==> config.mk <==
export PLATFORM = sky130hd
export DESIGN_NAME = data_directive_syntax_check
export DESIGN_NICKNAME = d
export VERILOG_FILES = /design/src/hdl/ddsc_pkg.sv /design/src/hdl/data_directive_syntax_check.sv
export SDC_FILE = /design/constraint.sdc
export NUM_CORES = 1
export LEC_CHECK = 0
export BUFFER_PORTS_ARGS = -buffer_cell sky130_fd_sc_hd__buf_2
export CAP_MARGIN = 20
export CORE_MARGIN = 1
export CORE_UTILIZATION = 50
export CTS_BUF_LIST = sky130_fd_sc_hd__clkbuf_4 sky130_fd_sc_hd__clkbuf_8
export CTS_CLUSTER_DIAMETER = 30
export DETAILED_ROUTE_END_ITERATION = 8
export GPL_TIMING_DRIVEN = 0
export PLACE_DENSITY = 0.68
export SLEW_MARGIN = 15
export SYNTH_ARGS = -nofsm -noshare
export SYNTH_HDL_FRONTEND = slang
export SYNTH_SLANG_ARGS = --single-unit
==> constraint.sdc <==
create_clock -name i_clk -period 10.7 [get_ports i_clk]
set_input_delay 1.07 -clock i_clk [delete_from_list [all_inputs] [get_ports i_clk]]
set_output_delay 1.07 -clock i_clk [all_outputs]
set_load 0.1 [all_outputs]
==> src/hdl/ddsc_pkg.sv <==
// Package for the data-directive syntax checker: line state type, phase codes,
// character constants and the per-character update. No dependencies.
package ddsc_pkg;

    // Scan phases
    localparam logic [2:0] PH_LEAD = 3'd0;
    localparam logic [2:0] PH_KEY  = 3'd1;
    localparam logic [2:0] PH_SEP  = 3'd2;
    localparam logic [2:0] PH_SCAN = 3'd3;
    localparam logic [2:0] PH_DONE = 3'd4;

    localparam logic [2:0] KW_LEN = 3'd5;

    // Characters of interest
    localparam logic [7:0] CH_SPACE = 8'h20;
    localparam logic [7:0] CH_TAB   = 8'h09;
    localparam logic [7:0] CH_COMMA = 8'h2C;
    localparam logic [7:0] CH_PLUS  = 8'h2B;
    localparam logic [7:0] CH_MINUS = 8'h2D;
    localparam logic [7:0] CH_ZERO  = 8'h30;
    localparam logic [7:0] CH_NINE  = 8'h39;
    localparam logic [7:0] CH_DOT   = 8'h2E;
    localparam logic [7:0] CH_LC_D  = 8'h64;
    localparam logic [7:0] CH_LC_A  = 8'h61;
    localparam logic [7:0] CH_LC_T  = 8'h74;

    typedef struct packed {
        logic [2:0] phase;
        logic [2:0] prefix_pos;
        logic       lead_seen;
        logic       after_comma;
        logic       digit_seen;
        logic       gap_seen;
        logic       leading_zero;
        logic       number_start;
        logic       sign_pending;
        logic       rejected;
    } t_line_state;

    localparam t_line_state LINE_RST = '{
        phase:        PH_LEAD,
        prefix_pos:   3'd0,
        lead_seen:    1'b0,
        after_comma:  1'b0,
        digit_seen:   1'b0,
        gap_seen:     1'b0,
        leading_zero: 1'b0,
        number_start: 1'b1,
        sign_pending: 1'b0,
        rejected:     1'b0
    };

    function automatic logic is_blank(logic [7:0] c);
        return (c == CH_SPACE) || (c == CH_TAB);
    endfunction

    function automatic logic is_digit(logic [7:0] c);
        return (c >= CH_ZERO) && (c <= CH_NINE);
    endfunction

    // Expected character of ".data" at a given position
    function automatic logic [7:0] keyword_char(logic [2:0] pos);
        logic [7:0] k;
        case (pos)
            3'd0:    k = CH_DOT;
            3'd1:    k = CH_LC_D;
            3'd2:    k = CH_LC_A;
            3'd3:    k = CH_LC_T;
            3'd4:    k = CH_LC_A;
            default: k = 8'h00;
        endcase
        return k;
    endfunction

    // Number-list rules for one character
    function automatic t_line_state scan_char(t_line_state s_in, logic [7:0] c);
        t_line_state s;
        logic        dig;
        logic        sgn;
        logic        comma;
        s     = s_in;
        dig   = is_digit(c);
        sgn   = (c == CH_PLUS) || (c == CH_MINUS);
        comma = (c == CH_COMMA);
        // a sign must be followed by a digit
        if (s.sign_pending) begin
            s.sign_pending = 1'b0;
            if (!dig) begin
                s.rejected = 1'b1;
                s.phase    = PH_DONE;
                return s;
            end
        end
        // any other character stops the scan without judging the line
        if (!(is_blank(c) || dig || comma || sgn)) begin
            s.phase = PH_DONE;
            return s;
        end
        if (sgn) begin
            if (!s.after_comma) begin
                s.rejected = 1'b1;
                s.phase    = PH_DONE;
                return s;
            end
            s.sign_pending = 1'b1;
        end
        // doubled comma
        if (comma && s.after_comma) begin
            s.rejected = 1'b1;
            s.phase    = PH_DONE;
            return s;
        end
        if (!s.after_comma && is_blank(c) && s.digit_seen) begin
            s.gap_seen = 1'b1;
        end
        if (dig) begin
            s.digit_seen  = 1'b1;
            s.after_comma = 1'b0;
            if (s.gap_seen || s.leading_zero) begin
                s.rejected = 1'b1;
                s.phase    = PH_DONE;
                return s;
            end
        end
        if (s.number_start && (c == CH_ZERO)) begin
            s.leading_zero = 1'b1;
            s.number_start = 1'b0;
        end
        if (s.number_start && dig) begin
            s.number_start = 1'b0;
        end
        if (comma) begin
            s.leading_zero = 1'b0;
            s.gap_seen     = 1'b0;
            s.number_start = 1'b1;
            s.after_comma  = 1'b1;
            if (!s.digit_seen) begin
                s.rejected = 1'b1;
                s.phase    = PH_DONE;
            end
        end
        return s;
    endfunction

    // Full per-character update across all phases
    function automatic t_line_state take_char(t_line_state s_in, logic [7:0] c);
        t_line_state s;
        logic        key_now;
        s       = s_in;
        key_now = 1'b0;
        case (s.phase)
            PH_LEAD: begin
                if (is_blank(c)) begin
                    s.lead_seen = 1'b1;
                end else if (!s.lead_seen) begin
                    s.rejected = 1'b1;
                    s.phase    = PH_DONE;
                end else begin
                    s.phase      = PH_KEY;
                    s.prefix_pos = 3'd0;
                    key_now      = 1'b1;
                end
            end
            PH_KEY: begin
                key_now = 1'b1;
            end
            PH_SEP: begin
                if (!is_blank(c)) begin
                    s.rejected = 1'b1;
                    s.phase    = PH_DONE;
                end else begin
                    s.phase = PH_SCAN;
                    s       = scan_char(s, c);
                end
            end
            PH_SCAN: begin
                s = scan_char(s, c);
            end
            default: begin
            end
        endcase
        // keyword match, also reached from the first non-blank character
        if (key_now) begin
            if ((s.prefix_pos >= KW_LEN) || (c != keyword_char(s.prefix_pos))) begin
                s.rejected = 1'b1;
                s.phase    = PH_DONE;
            end else begin
                s.prefix_pos = s.prefix_pos + 3'd1;
                if (s.prefix_pos == KW_LEN) begin
                    s.phase = PH_SEP;
                end
            end
        end
        return s;
    endfunction

    // Verdict on the state left by the final character
    function automatic logic verdict(t_line_state s);
        return !s.rejected && !s.sign_pending && s.digit_seen && !s.after_comma
            && ((s.phase == PH_SCAN) || (s.phase == PH_DONE));
    endfunction

endpackage

==> src/hdl/data_directive_syntax_check.sv <==
// Data-directive syntax checker: one character per beat, one verdict per line.
// Depends on ddsc_pkg.
//
//   channel   dir  handshake                  payload
//   -------   ---  -------------------------  -----------------
//   input     in   i_in_valid / o_in_ready    i_ch[7:0], i_last
//   result    out  o_out_valid / i_out_ready  o_valid_res
//
// Throughput is one character per cycle unless a final character waits on a stalled
// result; the verdict, computed from the input register, is registered for output.
// Only the beat carrying i_last produces a result beat; the line state then returns
// to its reset value. Reset (i_rst_n low, synchronous) empties both registers.
// A stalled result only blocks the input register when it holds a final character.
module data_directive_syntax_check (
    input  logic       i_clk,
    input  logic       i_rst_n,
    input  logic       i_in_valid,
    output logic       o_in_ready,
    input  logic [7:0] i_ch,
    input  logic       i_last,
    output logic       o_out_valid,
    input  logic       i_out_ready,
    output logic       o_valid_res
);

    logic                  r_in_vld;
    logic [7:0]            r_in_ch;
    logic                  r_in_last;
    ddsc_pkg::t_line_state r_st;
    ddsc_pkg::t_line_state n_st;
    logic                  r_out_vld;
    logic                  r_out_res;
    logic                  n_out_res;
    logic                  w_in_acc;
    logic                  w_adv;

    // Stage advance: non-final characters always move, a final one needs the slot
    assign w_adv      = r_in_vld && (!r_in_last || !r_out_vld || i_out_ready);
    assign o_in_ready = !r_in_vld || w_adv;
    assign w_in_acc   = i_in_valid && o_in_ready;

    // Per-character update and verdict
    always_comb begin
        n_st      = ddsc_pkg::take_char(r_st, r_in_ch);
        n_out_res = ddsc_pkg::verdict(n_st);
    end

    // Control state
    always_ff @(posedge i_clk) begin
        if (!i_rst_n) begin
            r_in_vld  <= 1'b0;
            r_out_vld <= 1'b0;
            r_st      <= ddsc_pkg::LINE_RST;
        end else begin
            if (w_in_acc) begin
                r_in_vld <= 1'b1;
            end else if (w_adv) begin
                r_in_vld <= 1'b0;
            end
            if (w_adv) begin
                r_st <= r_in_last ? ddsc_pkg::LINE_RST : n_st;
            end
            if (w_adv && r_in_last) begin
                r_out_vld <= 1'b1;
            end else if (i_out_ready) begin
                r_out_vld <= 1'b0;
            end
        end
    end

    // Payload registers
    always_ff @(posedge i_clk) begin
        if (w_in_acc) begin
            r_in_ch   <= i_ch;
            r_in_last <= i_last;
        end
        if (w_adv && r_in_last) begin
            r_out_res <= n_out_res;
        end
    end

    assign o_out_valid = r_out_vld;
    assign o_valid_res = r_out_res;

endmodule

==> results of run 1 <==
==> tightest hold or removal path, stage by stage (launching register included) <==
cell	delay (ns)
sky130_fd_sc_hd__dfxtp_1	0.33
sky130_fd_sc_hd__nand2_1	0.06
sky130_fd_sc_hd__a21boi_1	0.05
==> layout by cell type (no fill, tap or decap), types with 3 or more instances in the layout <==
cell type                  Yosys  layout
sky130_fd_sc_hd__buf_2         5      20
sky130_fd_sc_hd__dfxtp_1      16      16
sky130_fd_sc_hd__o21ai_0      10      10
sky130_fd_sc_hd__nor3_1       14      14
sky130_fd_sc_hd__a21boi_0      3       3
sky130_fd_sc_hd__or4_1         3       3
sky130_fd_sc_hd__a22o_1        3       3
sky130_fd_sc_hd__o211a_1       3       3
sky130_fd_sc_hd__a21oi_1      12      12
sky130_fd_sc_hd__nor2b_1       6       6
sky130_fd_sc_hd__ha_1          5       5
sky130_fd_sc_hd__clkbuf_1      6       6
sky130_fd_sc_hd__nand2_1      15      15
sky130_fd_sc_hd__a21o_1        7       7
sky130_fd_sc_hd__o22ai_1       5       5
sky130_fd_sc_hd__nor2_1       17      17
sky130_fd_sc_hd__inv_1         7       7
sky130_fd_sc_hd__edfxtp_1     10      10
sky130_fd_sc_hd__clkbuf_8      0       3
sky130_fd_sc_hd__xor2_1        3       3
sky130_fd_sc_hd__and2_1        5       5
sky130_fd_sc_hd__o31ai_1       3       3
sky130_fd_sc_hd__a31oi_1       6       6
sky130_fd_sc_hd__nand3_1       7       7
sky130_fd_sc_hd__xnor2_1       3       3
sky130_fd_sc_hd__a22oi_1       3       3
sky130_fd_sc_hd__and3_1        5       5
==> synthesized netlist by cell type (5+ instances only) <==
cell type / count / area share (%)
sky130_fd_sc_hd__nor2_1: 17 / 3.2
sky130_fd_sc_hd__nor2b_1: 6 / 1.9
sky130_fd_sc_hd__nor3_1: 14 / 3.5
sky130_fd_sc_hd__nand2_1: 15 / 2.9
sky130_fd_sc_hd__inv_1: 7 / 1.3
sky130_fd_sc_hd__and3_1: 5 / 1.6
sky130_fd_sc_hd__clkbuf_1: 6 / 1.1
sky130_fd_sc_hd__dfxtp_1: 16 / 16
sky130_fd_sc_hd__o21ai_0: 10 / 2.5
sky130_fd_sc_hd__nand3_1: 7 / 1.8
sky130_fd_sc_hd__a21oi_1: 12 / 3.0
sky130_fd_sc_hd__o22ai_1: 5 / 1.6
sky130_fd_sc_hd__a21o_1: 7 / 2.7
sky130_fd_sc_hd__a31oi_1: 6 / 1.9
sky130_fd_sc_hd__buf_2: 5 / 1.3
sky130_fd_sc_hd__and2_1: 5 / 1.6
sky130_fd_sc_hd__ha_1: 5 / 3.2
sky130_fd_sc_hd__edfxtp_1: 10 / 15
==> through the flow <==
stage	power, mW	setup WS [ns]	hold WS [ns]	utilization [%]
2_1_floorplan	0.125	7.15	0.448	-
3_3_place_gp	0.131	6.66	0.469	56.8
3_5_place_dp	0.131	6.69	0.476	56.8
4_1_cts	0.187	6.64	0.489	58.0
5_1_grt	0.193	6.22	0.520	58.0
6_report	0.186	6.62	0.484	58.0
==> layout make-up <==
cell class,count,area share (%)
multi-input cells,188,58.7
flip-flops and latches,26,28.8
repair buffers,15,3.48
plain buffers,13,2.90
well taps,48,2.79
clock buffers,3,1.92
inverters,7,1.22
clock inverters,1,0.174
==> worst paths after layout <==
kind | startpoint | to | slack, ns
setup reg to reg | r_in_ch[0]$_DFFE_PP_ | o_valid_res$_DFFE_PP_ | 6.62
hold / removal | r_st[4]$_SDFFE_PN0P_ | r_st[4]$_SDFFE_PN0P_ | 0.48
setup / recovery | r_in_ch[0]$_DFFE_PP_ | o_valid_res$_DFFE_PP_ | 6.62
hold reg to reg | r_st[4]$_SDFFE_PN0P_ | r_st[4]$_SDFFE_PN0P_ | 0.48
==> report_power, final <==
group	internal, mW	switching [mW]	total [mW]
sequential	0.106	0.00231	0.108
combinational	0.00780	0.0133	0.0211
clock	0.0258	0.0309	0.0567
==> cell families (layout without fill, tap and decap cells) <==
kind of cell | Yosys count | after routing | synth area share [%]
flip-flops | 26 | 26 | 31.4
AND/OR/NAND/NOR | 97 | 97 | 28.8
XOR/XNOR | 6 | 6 | 2.66
adder cells (fa/ha/maj) | 5 | 5 | 3.17
multiplexers | 1 | 1 | 0.507
buffers and inverters | 20 | 39 | 4.50
AO/OA/AOI/OAI | 79 | 79 | 29.0
==> sequential cells by signal (all words and copies together) (netlist names) <==
signal	flops
r_st	14
r_in_last	1
o_out_valid	1
r_in_ch	8
o_valid_res	1
r_in_vld	1
==> metal layers <==
layer	track usage (%)	share of wire, %
met1	34.8	50
met2	37.8	45
met3	3.35	3.9
met4	5.56	0.88
met5	0	0
==> qor.tcl, run 1 <==
set qor(status) {completed}
set qor(worst_clock_skew_ns) 0.00501
set qor(cp_slowest_stage_delay_ns) 0.49
set qor(first_pass_iters) 4
set qor(ratio_of_total_power_to_cell_area_mw_per_mm2) 86.2
set qor(timing_worst_setup_path_type) {flop to flop}
set qor(post_drt_wl_per_cell_um) 15.2
set qor(area.growth.synth_to_final_pct) 9.13
set qor(post_cts_resize_count) 0
set qor(crit_path_start_kind) {flop}
set qor(rr_worst_depth) 17
set qor(multiInputGateArea_mm2) 0.00126
set qor(synthesis.instances) 234
set qor(finalNetCount) 272
set qor(final_max_slew_viol_count) 0
set qor(layout_worst_path_cycle_share_pct) 38.1
set qor(clk_latency_ns) 0.27
set qor(drt-total-wl_mm) 4.56
set qor(grt_max_degree) 15
set qor(async_reset_ff_share_pct) 0
set qor(tns_ns) 0
set qor(n_antenna_cell) 0
set qor(final_layout_size_suffix_gt1_share_pct) 15.0
set qor(drt_drc_violations_left) 0
set qor(die_height_um) 64.8
set qor(area.sequential_um2) 621
set qor(grt.total_usage_pct) 24.2
set qor(fp.dieW_um) 64.8
set qor(number_of_global_route_vias_before_repair) 1725
set qor(buffer_type_at_the_clock_tree_root) {sky130_fd_sc_hd__clkbuf_8}
set qor(port_buffers) 15
set qor(synth_seq_cells) 26
set qor(slew_headroom_pct) 31.8
set qor(io_pins) 16
set qor(yosysWarnings) 0
set qor(grt_first_pass_wirelength_mm) 8.09
set qor(critical_path_depth) 17
set qor(drv.max_cap_violation_count) 0
set qor(postCtsSetupRepairBufs) 0
set qor(synth_sequential_area_ratio_pct) 31.4
set qor(cts_max_path_buffers) 2
set qor(clkSlewWorstSetupHoldPaths_ns) 0.09
set qor(route.vias.total) 1844
set qor(hold_path_depth) 2
set qor(placed_area_mm2) 0.00211
set qor(postRouteAntennaNets) 0
set qor(cts_hold_buffers) 0
set qor(vdd.ir_drop.worst_mv) 0.0605
set qor(tritoncts) {done}
set qor(top_family_by_delay_on_critical_path) {simple AND/OR/NAND/NOR gates}
set qor(place_congestion) 0.817
set qor(placeableCoreArea_mm2) 0.00372
set qor(dp_cells) 297
set qor(antenna_violations_before_repair) 0
set qor(clock_tree.htree_level_count) 1
set qor(fp-row-count) 22
set qor(finish.instance_area_mm2) 0.00215
set qor(end_kind) {flop}
set qor(first_iter_violations) 116
set qor(critical_path.slowest_cell) {sky130_fd_sc_hd__or4_1}
set qor(path_cells) {buf_2, and3b_1, buf_2, o211a_1, buf_2, nor2_1, nand3_1, nand2_1, inv_1, ha_1, ha_1, or4_1, nor3_1, a211oi_2, nor4_4, o21ai_1, a211oi_2}
set qor(post_synth_instance_area_mm2) 0.00197
set qor(hp-class) {flop to flop}
set qor(dp.final_hpwl_mm) 3.46
set qor(synth_edf_count) 10
set qor(worst-endpoint-required_ns) 10.82
set qor(final_worst_path_period_need_ns) 4.08
set qor(synth_area_per_cell_um2) 8.44
set qor(crit_fanout) 10
set qor(grt.overflow.total) 0
set qor(p_leak_nw) 0.811
set qor(numCtsBuffers) 3
set qor(rsz_0062_raised_after_global_routing) {false}
set qor(postSynthNetCount) 252
set qor(route.detailed.vias_per_inst) 6.13
set qor(tightestPinTransition_ns) 1.02
set qor(cpMostUsedCell) {sky130_fd_sc_hd__buf_2}
set qor(start_util_pct) 53.1
set qor(finalHoldViolations) 0
set qor(final_cell_count_without_fillers) 301
set qor(synth.lib_cells_used.distinct) 68
set qor(crit_buf_inv) 4
set qor(setup-violations-final) 0
set qor(die-area_mm2) 0.00420
set qor(critical_path_arrival_ns) 4.19
set qor(fillers) 359
set qor(primary_ff_master_synth) {sky130_fd_sc_hd__dfxtp_1}
set qor(maxClockFrequency_mhz) 245
set qor(clock_sink_count) 26
No activity file was read; power rests on OpenSTA's default activity.
==> run 2: changes to the inputs <==
Clock period 10.7 ns to 4.1 ns, I/O delays scaled along.
==> run 2 against run 1 <==
  * Final cell count increased by 0.33%
  * Sequential power increased to 2.6 times the previous value
  * Utilization increased by 1.1 points
  * Sequential share of layout area decreased by 0.56 points
  * Critical path type unchanged
  * Hold slack got worse by 0.17 ns
==> qor.tcl, run 2 (synthesis gave the netlist of run 1 again) <==
set qor(rr_worst_depth) 16 ;# was 17
set qor(route.detailed.vias_per_inst) 6.13 ;# about the same
set qor(die_height_um) 64.8 ;# unchanged
set qor(switching_share_pct) 25.3 ;# was 25.1%
set qor(post_drt_wl_per_cell_um) 15.4 ;# was 15.2 um
set qor(power_frac_seq_pct) 57.9 ;# was 58.1%
set qor(top_usage_layer) {met2} ;# unchanged
set qor(design_power_total_mw) 0.487 ;# was 0.186 mW
set qor(grt_first_pass_wirelength_mm) 8.09 ;# unchanged
set qor(worst_clock_skew_ns) 0.00719 ;# was 0.00501 ns
set qor(final_cell_count_without_fillers) 302 ;# was 301
set qor(finalHoldViolations) 0 ;# unchanged
set qor(antenna_violations_before_repair) 0 ;# unchanged
set qor(crit_path_start_kind) {flop} ;# unchanged
set qor(layout_commonest_cell) {sky130_fd_sc_hd__buf_2} ;# unchanged
set qor(port_buffers) 15 ;# unchanged
set qor(grt.total_usage_pct) 24.2 ;# unchanged
set qor(clock_sink_count) 26 ;# unchanged
set qor(grt_use_met2_pct) 37.8 ;# unchanged
set qor(grt.met3_usage_pct) 3.35 ;# unchanged
set qor(grt_util_met1_pct) 34.8 ;# unchanged
set qor(final_layout_size_suffix_gt1_share_pct) 17.3 ;# was 15.0%
set qor(first_pass_iters) 4 ;# unchanged
set qor(fillers) 354 ;# was 359
set qor(cts_hold_buffers) 0 ;# unchanged
set qor(worst-endpoint-required_ns) 4.22 ;# was 10.82 ns
set qor(placeableCoreArea_mm2) 0.00372 ;# unchanged
set qor(numCtsBuffers) 3 ;# unchanged
set qor(crit_fanout) 10 ;# unchanged
set qor(drv.max_cap_violation_count) 0 ;# unchanged
set qor(dp_cells) 297 ;# unchanged
set qor(tns_ns) 0 ;# unchanged
set qor(p_leak_nw) 0.824 ;# was 0.811 nW
set qor(layout_worst_path_cycle_share_pct) 93.5 ;# was 38.1%
set qor(clkSlewWorstSetupHoldPaths_ns) 0.09 ;# about the same
set qor(fp-row-count) 22 ;# unchanged
set qor(ratio_of_total_power_to_cell_area_mw_per_mm2) 221 ;# was 86.2 mW/mm^2
set qor(cts_max_path_buffers) 2 ;# unchanged
set qor(route.vias.total) 1851 ;# was 1,844
set qor(final_util_pct) 59.1 ;# was 58.0%
set qor(postRouteAntennaNets) 0 ;# unchanged
set qor(die-area_mm2) 0.00420 ;# unchanged
set qor(maxClockFrequency_mhz) 261 ;# was 245 MHz
set qor(finalNetCount) 273 ;# was 272
set qor(buffer_type_at_the_clock_tree_root) {sky130_fd_sc_hd__clkbuf_8} ;# unchanged
set qor(drt_drc_violations_left) 0 ;# unchanged
set qor(io_pins) 16 ;# unchanged
set qor(clock_tree.htree_level_count) 1 ;# unchanged
set qor(rsz_0062_raised_after_global_routing) {false} ;# unchanged
set qor(tritoncts) {done} ;# unchanged
set qor(drt-total-wl_mm) 4.66 ;# was 4.56 mm
set qor(final_worst_path_period_need_ns) 3.83 ;# was 4.08 ns
set qor(n_antenna_cell) 0 ;# unchanged
set qor(place_congestion) 0.817 ;# unchanged
set qor(area.growth.synth_to_final_pct) 11.3 ;# was 9.13%
set qor(final_max_slew_viol_count) 0 ;# unchanged
set qor(first_iter_violations) 137 ;# was 116
set qor(grt_max_degree) 15 ;# unchanged
set qor(grt.overflow.total) 0 ;# unchanged
set qor(power_frac_comb_pct) 11.4 ;# about the same
set qor(slew_headroom_pct) 34.0 ;# was 31.8%
set qor(fp.dieW_um) 64.8 ;# unchanged
set qor(setup-violations-final) 0 ;# unchanged
set qor(timing_worst_setup_path_type) {flop to flop} ;# unchanged
set qor(tightestPinTransition_ns) 0.985 ;# was 1.02 ns
set qor(internal_mw) 0.363 ;# was 0.139 mW
set qor(largest_register) {r_st} ;# unchanged
set qor(dp.final_hpwl_mm) 3.46 ;# unchanged
set qor(critical_path_arrival_ns) 3.95 ;# was 4.19 ns
set qor(clock_power_share_pct) 30.6 ;# was 30.5%
set qor(power.net_switching_mw) 0.123 ;# was 0.0466 mW
set qor(hold_path_depth) 1 ;# was 2
set qor(top_regs) {r_st (14), r_in_ch (8)} ;# unchanged
set qor(vdd.ir_drop.worst_mv) 0.160 ;# was 0.0605 mV
set qor(status) {completed} ;# unchanged
set qor(end_kind) {flop} ;# unchanged
set qor(largest_reg_flops) 14 ;# unchanged
set qor(clk_latency_ns) 0.27 ;# about the same
set qor(start_util_pct) 53.1 ;# unchanged
set qor(final_cell_mix) {20 x sky130_fd_sc_hd__buf_2, 16 x sky130_fd_sc_hd__nor2_1, 16 x sky130_fd_sc_hd__dfxtp_1} ;# was 20 x sky130_fd_sc_hd__buf_2, 17 x sky130_fd_sc_hd__nor2_1, 16 x sky130_fd_sc_hd__dfxtp_1
set qor(number_of_global_route_vias_before_repair) 1725 ;# unchanged
set qor(hp-class) {input port to flop} ;# was flop to flop
==> run 2: metal layers <==
metal	wire, um	share of wire (%)
met4	40	0.86
met2	2140	46
met5	0	0
met1	2290	49
met3	187	4.0
==> run 2: layout make-up <==
type	count	area, um^2	share of cell area [%]
Sequential cell	26	621	28.2
Timing Repair Buffer	16	82.6	3.76
Inverter	7	26.3	1.20
Buffer	13	62.6	2.85
Multi-Input combinational cell	188	1300	59.2
Clock buffer	3	41.3	1.88
Clock inverter	1	3.75	0.171
Tap cell	48	60.1	2.73
==> run 2: power groups by stage <==
stage	Combinational (mW)	Clock (mW)	Sequential [mW]
finish	0.0557	0.149	0.282
global route	0.0612	0.160	0.283
CTS	0.0549	0.153	0.282
detailed placement	0.0547	0	0.288
global placement	0.0541	0	0.288
floorplan	0.0370	0	0.289
==> run 2: worst paths after layout <==
path / start / end / slack (ns)
setup / recovery: r_in_ch[0]$_DFFE_PP_ / o_valid_res$_DFFE_PP_ / 0.27
setup reg to reg: r_in_ch[0]$_DFFE_PP_ / o_valid_res$_DFFE_PP_ / 0.27
hold reg to reg: r_st[4]$_SDFFE_PN0P_ / r_st[4]$_SDFFE_PN0P_ / 0.48
hold / removal: i_ch[0] / r_in_ch[0]$_DFFE_PP_ / 0.31
==> run 2: per-stage QoR <==
step                      setup WS (ns)  hold slack (ns)  instance area [um^2]
after floorplan                   0.552            0.448                  1970
final                             0.267            0.310                  2200
after detailed placement         0.0851            0.476                  2110
after global routing           0.000573            0.302                  2200
after CTS                        0.0409            0.308                  2150
after global placement           0.0559            0.469                  2110
==> run 2: what timing repair did <==
action                                  CTS  global route
endpoints found under the setup margin    0             8
gates resized for setup                   0             8
buffers inserted                          0             1
endpoints found under the hold margin     0             0
==> run 2: worst max-delay path, cell delays in order (launching register included) <==
cell,delay [ns]
sky130_fd_sc_hd__edfxtp_1,0.36
sky130_fd_sc_hd__buf_2,0.19
sky130_fd_sc_hd__and3b_1,0.19
sky130_fd_sc_hd__buf_2,0.15
sky130_fd_sc_hd__o211a_1,0.22
sky130_fd_sc_hd__buf_2,0.18
sky130_fd_sc_hd__nor2_4,0.13
sky130_fd_sc_hd__nand3_4,0.12
sky130_fd_sc_hd__and2_1,0.23
sky130_fd_sc_hd__ha_1,0.19
sky130_fd_sc_hd__ha_2,0.22
sky130_fd_sc_hd__or4_1,0.49
sky130_fd_sc_hd__nor3_2,0.14
sky130_fd_sc_hd__a211oi_2,0.08
sky130_fd_sc_hd__nor4_4,0.43
sky130_fd_sc_hd__o21ai_1,0.14
sky130_fd_sc_hd__a211oi_2,0.22
==> run 3: changes to the inputs <==
Settings changed: ABC_AREA from default to 1, PLACE_DENSITY 0.68 to 0.69.
==> run 3 against run 2 <==
  * Final cell count grew 14%
  * Flip-flop and latch count is the same
  * Register-to-register slack gained 0.71 ns
  * Utilization fell by 2.3 points
  * Total power rose by 8.5%
  * First-iteration DRC count fell by 15%
  * Synthesized area fell by 4.0%
  * Count of clock-buffer cells in the layout rose by 1
  * Die area fell by 3.9%
  * Worst setup slack improved by 0.71 ns
  * Critical endpoint unchanged
  * Largest power group unchanged
==> qor.tcl, run 3 <==
set qor(clk_latency_ns) 0.27 ;# about the same
set qor(route.detailed.vias_per_inst) 5.43 ;# was 6.13
set qor(antenna_violations_before_repair) 0 ;# unchanged
set qor(die-area_mm2) 0.00404 ;# was 0.00420 mm^2
set qor(grt.overflow.total) 0 ;# unchanged
set qor(final_cell_count_without_fillers) 344 ;# was 302
set qor(clock_tree.htree_level_count) 1 ;# unchanged
set qor(clock_sink_count) 26 ;# unchanged
set qor(crit_fanout) 7 ;# was 10
set qor(yosys-top-cells-area) {sky130_fd_sc_hd__dfxtp_1 17%, sky130_fd_sc_hd__edfxtp_1 16%, sky130_fd_sc_hd__nand2_1 13%} ;# was sky130_fd_sc_hd__dfxtp_1 16%, sky130_fd_sc_hd__edfxtp_1 15%, sky130_fd_sc_hd__nor3_1 3.5%
set qor(placeableCoreArea_mm2) 0.00366 ;# was 0.00372 mm^2
set qor(yosys.cell_count.top_type) {sky130_fd_sc_hd__nand2_1} ;# was sky130_fd_sc_hd__nor2_1
set qor(worst-endpoint-required_ns) 4.14 ;# was 4.22 ns
set qor(postSynthNetCount) 295 ;# was 252
set qor(drt_drc_violations_left) 0 ;# unchanged
set qor(route.met3.wl_um) 155 ;# was 187 um
set qor(top_regs) {r_st (14), r_in_ch (8)} ;# unchanged
set qor(fp.dieW_um) 63.6 ;# was 64.8 um
set qor(synth_seq_cells) 26 ;# unchanged
set qor(grt_max_degree) 15 ;# unchanged
set qor(slew_headroom_pct) 56.8 ;# was 34.0%
set qor(yosys-top-cells-count) {66 x sky130_fd_sc_hd__nand2_1, 38 x sky130_fd_sc_hd__inv_1, 26 x sky130_fd_sc_hd__nand3_1} ;# was 17 x sky130_fd_sc_hd__nor2_1, 16 x sky130_fd_sc_hd__dfxtp_1, 15 x sky130_fd_sc_hd__nand2_1
set qor(final_cell_mix) {66 x sky130_fd_sc_hd__nand2_1, 38 x sky130_fd_sc_hd__inv_1, 26 x sky130_fd_sc_hd__nand3_1} ;# was 20 x sky130_fd_sc_hd__buf_2, 16 x sky130_fd_sc_hd__nor2_1, 16 x sky130_fd_sc_hd__dfxtp_1
set qor(synth_sequential_area_ratio_pct) 32.7 ;# was 31.4%
set qor(largest_reg_flops) 14 ;# unchanged
set qor(postCtsSetupRepairBufs) 0 ;# unchanged
set qor(finalNetCount) 315 ;# was 273
set qor(postRouteAntennaNets) 0 ;# unchanged
set qor(yosysWarnings) 0 ;# unchanged
set qor(largest_register) {r_st} ;# unchanged
set qor(critPathCapture) {o_valid_res$_DFFE_PP_} ;# unchanged
set qor(route.vias.total) 1867 ;# was 1,851
set qor(finalHoldViolations) 0 ;# unchanged
set qor(wl_met2_mm) 2.16 ;# was 2.14 mm
set qor(first_pass_iters) 4 ;# unchanged
set qor(drt-total-wl_mm) 4.48 ;# was 4.66 mm
set qor(status) {completed} ;# unchanged
set qor(critPathLaunch) {r_in_ch[0]$_DFFE_PP_} ;# unchanged
set qor(rsz_0062_raised_after_global_routing) {false} ;# unchanged
set qor(tritoncts) {done} ;# unchanged
set qor(fin_hold_ws_ns) 0.304 ;# was 0.310 ns
set qor(netlist.top_cell.by_area) {sky130_fd_sc_hd__dfxtp_1} ;# unchanged
set qor(synth.lib_cells_used.distinct) 36 ;# was 68
set qor(tightestPinTransition_ns) 0.646 ;# was 0.985 ns
set qor(crit_path_start_kind) {flop} ;# unchanged
set qor(hold_path_depth) 1 ;# unchanged
set qor(vdd.ir_drop.worst_mv) 0.180 ;# was 0.160 mV
set qor(timing_worst_setup_path_type) {flop to flop} ;# unchanged
set qor(cts_max_path_buffers) 2 ;# unchanged
set qor(io_pins) 16 ;# unchanged
set qor(route.top_layer_used) {met4} ;# unchanged
set qor(wirelength_met1_mm) 2.10 ;# was 2.29 mm
set qor(start_util_pct) 51.8 ;# was 53.1%
set qor(first_iter_violations) 116 ;# was 137
set qor(layout_worst_path_cycle_share_pct) 76.1 ;# was 93.5%
set qor(synth_area_per_cell_um2) 6.84 ;# was 8.44 um^2
set qor(fp-row-count) 22 ;# unchanged
set qor(top_cell_type_s_share_of_synthesized_area_pct) 16.9 ;# was 16.2%
set qor(hp-class) {input port to flop} ;# unchanged
set qor(async_reset_ff_share_pct) 0 ;# unchanged
set qor(drv.max_cap_violation_count) 0 ;# unchanged
set qor(port_buffers) 15 ;# unchanged
set qor(die_height_um) 63.6 ;# was 64.8 um
set qor(regToRegStartpoint) {r_in_ch[0]$_DFFE_PP_} ;# unchanged
set qor(number_of_global_route_vias_before_repair) 1729 ;# was 1,725
set qor(numCtsBuffers) 3 ;# unchanged
set qor(worst_clock_skew_ns) 0.00220 ;# was 0.00719 ns
set qor(p_leak_nw) 0.911 ;# was 0.824 nW
set qor(place_congestion) 0.904 ;# was 0.817
set qor(area.growth.synth_to_final_pct) 9.70 ;# was 11.3%
set qor(post_drt_wl_per_cell_um) 13.0 ;# was 15.4 um
set qor(grt_first_pass_wirelength_mm) 7.54 ;# was 8.09 mm
set qor(primary_ff_master_synth) {sky130_fd_sc_hd__dfxtp_1} ;# unchanged
set qor(dp_cells) 340 ;# was 297
set qor(clkSlewWorstSetupHoldPaths_ns) 0.09 ;# about the same
set qor(timing.rr.end) {o_valid_res$_DFFE_PP_} ;# unchanged
set qor(setup-violations-final) 0 ;# unchanged
set qor(post_cts_resize_count) 0 ;# unchanged
set qor(design_power_total_mw) 0.528 ;# was 0.487 mW
set qor(dp.final_hpwl_mm) 3.55 ;# was 3.46 mm
set qor(post_synth_instance_area_mm2) 0.00190 ;# was 0.00197 mm^2
set qor(fillers) 353 ;# was 354
set qor(final_worst_path_period_need_ns) 3.12 ;# was 3.83 ns
set qor(maxClockFrequency_mhz) 321 ;# was 261 MHz
set qor(final_max_slew_viol_count) 0 ;# unchanged
set qor(synth_edf_count) 10 ;# unchanged
set qor(critical_path_arrival_ns) 3.16 ;# was 3.95 ns
set qor(layout_commonest_cell) {sky130_fd_sc_hd__nand2_1} ;# was sky130_fd_sc_hd__buf_2
set qor(n_antenna_cell) 0 ;# unchanged
set qor(synthesis.instances) 277 ;# was 234
set qor(tns_ns) 0 ;# unchanged
set qor(rrSetupSlack_ns) 0.98 ;# was 0.27 ns
set qor(buffer_type_at_the_clock_tree_root) {sky130_fd_sc_hd__clkbuf_8} ;# unchanged
set qor(final_layout_size_suffix_gt1_share_pct) 16.9 ;# was 17.3%
set qor(end_kind) {flop} ;# unchanged
set qor(grt.total_usage_pct) 23.6 ;# was 24.2%
set qor(rr_worst_depth) 20 ;# was 16
set qor(ratio_of_total_power_to_cell_area_mw_per_mm2) 254 ;# was 221 mW/mm^2
set qor(cts_hold_buffers) 0 ;# unchanged
==> run 3: worst min-delay path by stage <==
stage                          from              endpoint  slack [ns]
2_1_floorplan  r_st[9]$_SDFFE_PN0P_  r_st[9]$_SDFFE_PN0P_        0.46
3_3_place_gp   r_st[9]$_SDFFE_PN0P_  r_st[9]$_SDFFE_PN0P_        0.46
3_5_place_dp   r_st[9]$_SDFFE_PN0P_  r_st[9]$_SDFFE_PN0P_        0.47
4_1_cts                     i_ch[7]  r_in_ch[7]$_DFFE_PP_        0.30
5_1_grt                     i_ch[6]  r_in_ch[6]$_DFFE_PP_        0.30
6_report                    i_ch[7]  r_in_ch[7]$_DFFE_PP_        0.30
==> run 3: metrics by stage <==
stage | utilization [%] | cell area (um^2) | worst slack, ns
2_1_floorplan | - | 1900 | 1.38
3_3_place_gp | 55.5 | 2030 | 1.04
3_5_place_dp | 55.5 | 2030 | 1.01
4_1_cts | 56.8 | 2080 | 0.984
5_1_grt | 56.8 | 2080 | 0.680
6_report | 56.8 | 2080 | 0.980
==> run 3: power breakdown <==
part	switching, mW	internal, mW	leakage [nW]
registers	0.00844	0.278	0.228
clock network	0.0830	0.0764	0.0262
logic	0.0556	0.0264	0.657
total	0.147	0.381	0.911
==> run 3: kinds of logic after synthesis <==
family	Yosys count	synth area share, %
compound gates	46	14.4
buf+inv	46	9.11
xor+xnor	1	0.462
fa+ha+maj	5	3.30
flops	26	32.7
simple gates	153	40.0
==> run 3: area by class of cell <==
| type | count | area (um^2) | area share, % |
|---|---|---|---|
| plain buffers | 3 | 11.3 | 0.542 |
| clock buffers | 4 | 48.8 | 2.35 |
| inverters | 43 | 161 | 7.76 |
| multi-input cells | 205 | 1100 | 53.0 |
| flip-flops and latches | 26 | 621 | 29.8 |
| well taps | 48 | 60.1 | 2.89 |
| repair buffers | 15 | 75.1 | 3.61 |
==> run 3: worst max-delay path, cell delays in order, from the launching register on <==
cell	delay [ns]
sky130_fd_sc_hd__edfxtp_1	0.45
sky130_fd_sc_hd__inv_1	0.19
sky130_fd_sc_hd__nand2_2	0.09
sky130_fd_sc_hd__nor2_2	0.14
sky130_fd_sc_hd__nand2_2	0.09
sky130_fd_sc_hd__nand4_4	0.14
sky130_fd_sc_hd__nand2_1	0.15
sky130_fd_sc_hd__inv_1	0.14
sky130_fd_sc_hd__ha_1	0.16
sky130_fd_sc_hd__ha_1	0.17
sky130_fd_sc_hd__inv_1	0.09
sky130_fd_sc_hd__a21oi_1	0.13
sky130_fd_sc_hd__o211ai_1	0.10
sky130_fd_sc_hd__a21oi_1	0.13
sky130_fd_sc_hd__nand2_1	0.07
sky130_fd_sc_hd__nor2_2	0.20
sky130_fd_sc_hd__nand2_2	0.10
sky130_fd_sc_hd__nand2_4	0.10
sky130_fd_sc_hd__o21ai_0	0.10
sky130_fd_sc_hd__nor2_1	0.09
sky130_fd_sc_hd__nor2_1	0.06
==> run 3: per-layer routing <==
layer	global-route usage [%]	vias to the layer above
met4	8.81	0
met5	0	-
met1	30.7	855
li1	-	963
met2	39.1	40
met3	3.62	9
